[config.mk]
export PLATFORM = sky130hd
export DESIGN_NAME = mfba_front
export DESIGN_NICKNAME = d
export VERILOG_FILES = /design/src/hdl/mfba_pkg.sv /design/src/hdl/mfba_front.sv
export SDC_FILE = /design/constraint.sdc
export NUM_CORES = 1
export LEC_CHECK = 0
export BUFFER_PORTS_ARGS = -buffer_cell sky130_fd_sc_hd__buf_2
export CAP_MARGIN = 10
export CORE_MARGIN = 1
export CORE_UTILIZATION = 46
export DETAILED_ROUTE_END_ITERATION = 8
export GPL_ROUTABILITY_DRIVEN = 0
export GPL_TIMING_DRIVEN = 0
export HOLD_SLACK_MARGIN = 0.08
export PLACE_DENSITY_LB_ADDON = 0.05
export RECOVER_POWER = 25
export SETUP_SLACK_MARGIN = 0.4
export SLEW_MARGIN = 25
export SYNTH_ARGS = -nofsm -noshare
export SYNTH_HDL_FRONTEND = slang
export SYNTH_SLANG_ARGS = --single-unit
[constraint.sdc]
create_clock -name clk_i -period 2.07 [get_ports clk_i]
set_input_delay 0.3105 -clock clk_i [delete_from_list [all_inputs] [get_ports clk_i]]
set_output_delay 0.3105 -clock clk_i [all_outputs]
set_load 0.02 [all_outputs]
[src/hdl/mfba_pkg.sv]
`timescale 1ns / 1ps
// ----------------------------------------------------------------------------
// mfba_pkg: shared types and constants of the message FIFO
// Status codes, request kinds and the front-to-back transaction record.
// ----------------------------------------------------------------------------
package mfba_pkg;

  localparam int unsigned StoreBytesDefault  = 4096;
  localparam int unsigned MaxMessagesDefault = 256;

  localparam int unsigned SegmentLimit = 1024;
  localparam int unsigned LenW         = 11;
  localparam int unsigned ReqLenW      = 16;
  localparam int unsigned DataW        = 8;
  localparam int unsigned StatusW      = 3;

  typedef enum logic [StatusW-1:0] {
    ST_OK        = 3'd0,
    ST_BAD_SIZE  = 3'd1,
    ST_NO_SPACE  = 3'd2,
    ST_EMPTY     = 3'd3,
    ST_TOO_SMALL = 3'd4,
    ST_DISCARD   = 3'd5
  } status_e;

  typedef enum logic {
    OP_WRITE = 1'b0,
    OP_READ  = 1'b1
  } op_e;

  typedef struct packed {
    op_e                op;
    logic [ReqLenW-1:0] len;
    logic [DataW-1:0]   data;
  } item_t;

endpackage

[src/hdl/mfba_front.sv]
`timescale 1ns / 1ps
// ----------------------------------------------------------------------------
// mfba_front: request intake
// Accepts start transactions, classifies them and buffers them in a
// two-entry queue towards the execution side.
// ----------------------------------------------------------------------------
module mfba_front (
  input  logic                           clk_i,
  input  logic                           rst_ni,
  input  logic                           start_i,
  output logic                           busy_o,
  input  logic                           req_type_i,
  input  logic [mfba_pkg::ReqLenW-1:0]   req_len_i,
  input  logic [mfba_pkg::DataW-1:0]     data_in_i,
  output logic                           item_valid_o,
  output mfba_pkg::item_t                item_o,
  input  logic                           item_pop_i
);

  mfba_pkg::item_t entry_q [2];
  logic            wr_ptr_q, wr_ptr_d;
  logic            rd_ptr_q, rd_ptr_d;
  logic [1:0]      count_q, count_d;
  logic            push;
  logic            pop;
  mfba_pkg::item_t in_item;

  always_comb begin
    in_item.op   = req_type_i ? mfba_pkg::OP_READ : mfba_pkg::OP_WRITE;
    in_item.len  = req_len_i;
    in_item.data = data_in_i;
  end

  assign busy_o       = (count_q == 2'd2);
  assign push         = start_i && !busy_o;
  assign item_valid_o = (count_q != 2'd0);
  assign pop          = item_pop_i && item_valid_o;
  assign item_o       = entry_q[rd_ptr_q];

  always_comb begin
    wr_ptr_d = wr_ptr_q;
    rd_ptr_d = rd_ptr_q;
    count_d  = count_q;
    if (push) begin
      wr_ptr_d = ~wr_ptr_q;
    end
    if (pop) begin
      rd_ptr_d = ~rd_ptr_q;
    end
    case ({push, pop})
      2'b10:   count_d = count_q + 2'd1;
      2'b01:   count_d = count_q - 2'd1;
      default: count_d = count_q;
    endcase
  end

  always_ff @(posedge clk_i or negedge rst_ni) begin
    if (!rst_ni) begin
      wr_ptr_q <= 1'b0;
      rd_ptr_q <= 1'b0;
      count_q  <= 2'd0;
    end else begin
      wr_ptr_q <= wr_ptr_d;
      rd_ptr_q <= rd_ptr_d;
      count_q  <= count_d;
    end
  end

  always_ff @(posedge clk_i) begin
    if (push) begin
      entry_q[wr_ptr_q] <= in_item;
    end
  end

endmodule

[Word level (Yosys, flattened, before mapping)]
Memories as Yosys holds them, arrays and structs flattened.
Index checks and enable logic that the tools add are counted.
Widths: inputs -> output; s select.
Word-level totals
  register bits: 4
  bits in latches: 0
  memory bits (writable): 50
  memory bits (read-only): 0
  output and inout bits: 27
  memories: 1
Memories
  entry_q: words 2, width 25, read ports 1, clocked after memory_dff 0, write ports 1, line mfba_front.sv:20  | mfba_pkg::item_t entry_q [2];
Operators by class
  $add $sub $neg: 2
  $mul: 0
  divide/modulo/power cells: 0
  $lt $le $gt $ge: 0
  equal/unequal tests: 3
  shifts and indexed selects: 0
  mux-type cells: 4
  bitwise gates (word level): 2
  reductions and logical operators: 5
Operators by type and width (number)
  $eq 2x2->1 const B: 2
  $pmux 2 s2: 1
  $reduce_bool 2->1: 2
  $mux 1: 3
  $add 2x1->2 const B: 1
  $eq 2x1->1 const B: 1
  $logic_and 1x1->1: 2
  $not 1->1: 2
  $sub 2x1->2 const B: 1
  $logic_not 1->1: 1

[Logic depth before layout (Yosys ltp)]
  word-level depth: 5
  mapped depth: 6
  depth with buffers taken out: 6

[Worst setup path after synthesis]
OpenSTA, ideal clock, no wires.
  kind: reg2reg
  start: register count_q[0]
  end: memory entry_q[0][0] (netlist bit) (enable)
  arrival time: 1.695 ns
  required time: 1.663 ns
  slack: -0.032 ns
  cell stages (with the launch flop): 4
  clock period less this slack: 2.102 ns
  cell sequence: dfrtp_1 > nand2b_1 > nand2_1 > nor2_1
Between the ends
  cells in the longest elaborated chain, start to end: 5
Ends and longest elaborated chain
  start, declared: line mfba_front.sv:23  | logic [1:0] count_q, count_d;
  start signal, assigned: line mfba_front.sv:65  | count_q <= count_d;
  $eq 2x2->1: line mfba_front.sv:34  | assign busy_o = (count_q == 2'd2);
  $logic_not 1->1: line mfba_front.sv:35  | assign push = start_i && !busy_o;
  $logic_and 1x1->1: line mfba_front.sv:35
  $mux 1: line mfba_front.sv:70  | if (push) begin
  $mux 1 (implied by the code): line mfba_front.sv:71  | entry_q[wr_ptr_q] <= in_item;
  end, declared: line mfba_front.sv:20
Every way passes these cells.

==> metrics.yaml <==
status: "finished clean"
tightest_slew_ns: 0.586
drive_gt1_frac: 0.552
fp.dieH_um: 68.2
clockBufferDepth: 2
dpl-instance-area_sq_mm: 0.00236
cts_tree: "yes"
final.period_utilization: 0.824
final_util: 0.607
finalHoldViolations: 0
slew_headroom: 0.609
dieArea_sq_mm: 0.00465
pin_count: 56
cp.arrival_ns: 1.39
final_common_cell: "edfxtp_1"
critPathRequiredTime_ns: 1.76
cts_sinks: 54
switching_share: 0.332
maxCapViolCount: 0
root_buffer: "clkbuf_8"
syn-num-nets: 126
p_leak_nw: 0.946
r2r_cells: 5
synth.distinct_cells: 14
area_growth_pct: 24.0
p_seq_frac: 0.452
yosysWarnings: 0
final_area_sq_mm: 0.00250
synth_area_per_cell_sq_um: 21.0
p_clk_frac: 0.156
place_ws_ns: 0.352
grt.overflow.total: 0
vias: 1026
detail_route.first_pass.iterations: 4
finalNetCount: 192
grt_max_degree: 26
insertion_delay_ns: 0.30
combPwrFrac: 0.392
final_cell_mix: "50 x edfxtp_1, 46 x buf_2, 25 x mux2_2"
dieWidth_um: 68.2
power.switching_mw: 1.17
hold_path_depth: 1
p_per_area_mw_per_mm2: 1410
ys_seq_area_frac: 0.795
start_kind: "flip-flop"
rsz0062_at_grt: "true"
setup_tns_ns: 0
cp-end-kind: "primary output"
antennaDiodeCount: 0
rows: 23
fmax_mhz: 587
grt_pass1_vias: 1024
hold_ws_ns: 0.189
start_util: 0.490
vdd_drop_max_mv: 0.733
setup_slack_ns: 0.365
first_iter_violations: 65
fin_cells: 213
drv_slew: 0
grt_util_all_layers: 0.145
dp_cells: 201
drc: 0
htree_levels: 2
numPortBuffers: 55
wl_mm: 3.02
clk_pin_slew_ns: 0.09
antenna_found_initial: 0
fin_worst_skew_ns: 0.00734
numCtsBuffers: 5
setup-violations-final: 0
vias_per_cell: 4.82
netlist_area_sq_mm: 0.00202
fin_crit_ns: 1.70
power_mw: 3.52
synthCells: 96
path_class: "flip-flop to primary output"
core_sq_mm: 0.00412
ant_nets: 0
min_path_type: "input port to flip-flop"
synth_seq_cells: 54
cp_max_fo: 10
intPower_mw: 2.35
grt_pass1_wl_mm: 4.62
post_drt_wl_per_cell_um: 14.2
hpwl_mm: 1.97
## flip-flops by register name, summed over array words and instances, names as in the netlist
name and cells:
rd_ptr_q 1, entry_q 50, wr_ptr_q 1, count_q 2
## power by group through the flow
stage          clock network (mW)  registers [mW]  logic, mW
4_1_cts                     0.562            1.60       1.38
3_3_place_gp                    0            1.60       1.29
3_5_place_dp                    0            1.61       1.31
2_1_floorplan                   0            1.58      0.959
5_1_grt                     0.601            1.62       1.50
6_report                    0.549            1.59       1.38
## cell families (layout without fill, tap and decap cells)
logic type	Yosys count	count (layout)	synth area share
flip-flops	54	54	0.795
multiplexers	25	25	0.140
AND/OR/NAND/NOR	7	8	0.0192
XOR/XNOR	5	5	0.0217
buffers and inverters	4	70	0.0186
adder cells (fa/ha/maj)	1	1	0.00621
## path summary, 6_finish.rpt
| kind | startpoint | to | slack (ns) |
|---|---|---|---|
| min in group asynchronous | rst_ni | count_q[0] | 0.35 |
| max in group asynchronous | rst_ni | rd_ptr_q | 1.60 |
| worst max register to register | count_q[0] | count_q[1] | 0.50 |
| worst min register to register | count_q[1] | count_q[1] | 0.51 |
| worst min-delay path | req_len_i[0] | entry_q[0][8] | 0.19 |
| worst max-delay path | rd_ptr_q | item_o[17] | 0.37 |
## synth_stat cells
library cell	count	area, sq um
inv_1	1	3.75
nand2_1	1	3.75
edfxtp_1	50	1500
ha_1	1	12.5
dfrtp_1	4	100
buf_6	3	33.8
nor2_1	2	7.51
xor2_1	2	17.5
or2_1	1	6.26
xnor2_1	3	26.3
and2_4	1	8.76
nand2b_1	1	6.26
and3_1	1	6.26
mux2_2	25	282
## final cells by class
class                   count  area [sq um]
multi-input cells          39           397
fillers                   331          1620
repair buffers             58           308
inverters                   1          3.75
clock inverters             3          16.3
flip-flops and latches     54          1600
well taps                  50          62.6
clock buffers               5          68.8
plain buffers               3          41.3
## metal layers
layer | vias up | routed length (um) | global-route usage
li1 | 499 | - | -
met1 | 488 | 1230 | 0.156
met2 | 33 | 1560 | 0.256
met3 | 6 | 183 | 0.0500
met4 | 0 | 49 | 0.0625
met5 | - | 0 | 0
## repair_timing
item	4_1_cts	5_1_grt
setup buffers	2	0
gates cloned	1	0
resized for setup	3	5
setup endpoints to repair	44	24
hold endpoints to repair	4	0
hold buffers	1	0
## worst max-delay path, stage by stage, from the launching register on
cell,delay [ns]
dfrtp_1,0.34
buf_6,0.12
buf_8,0.14
mux2_2,0.34
buf_2,0.16
(Power assumes the default switching activity.)
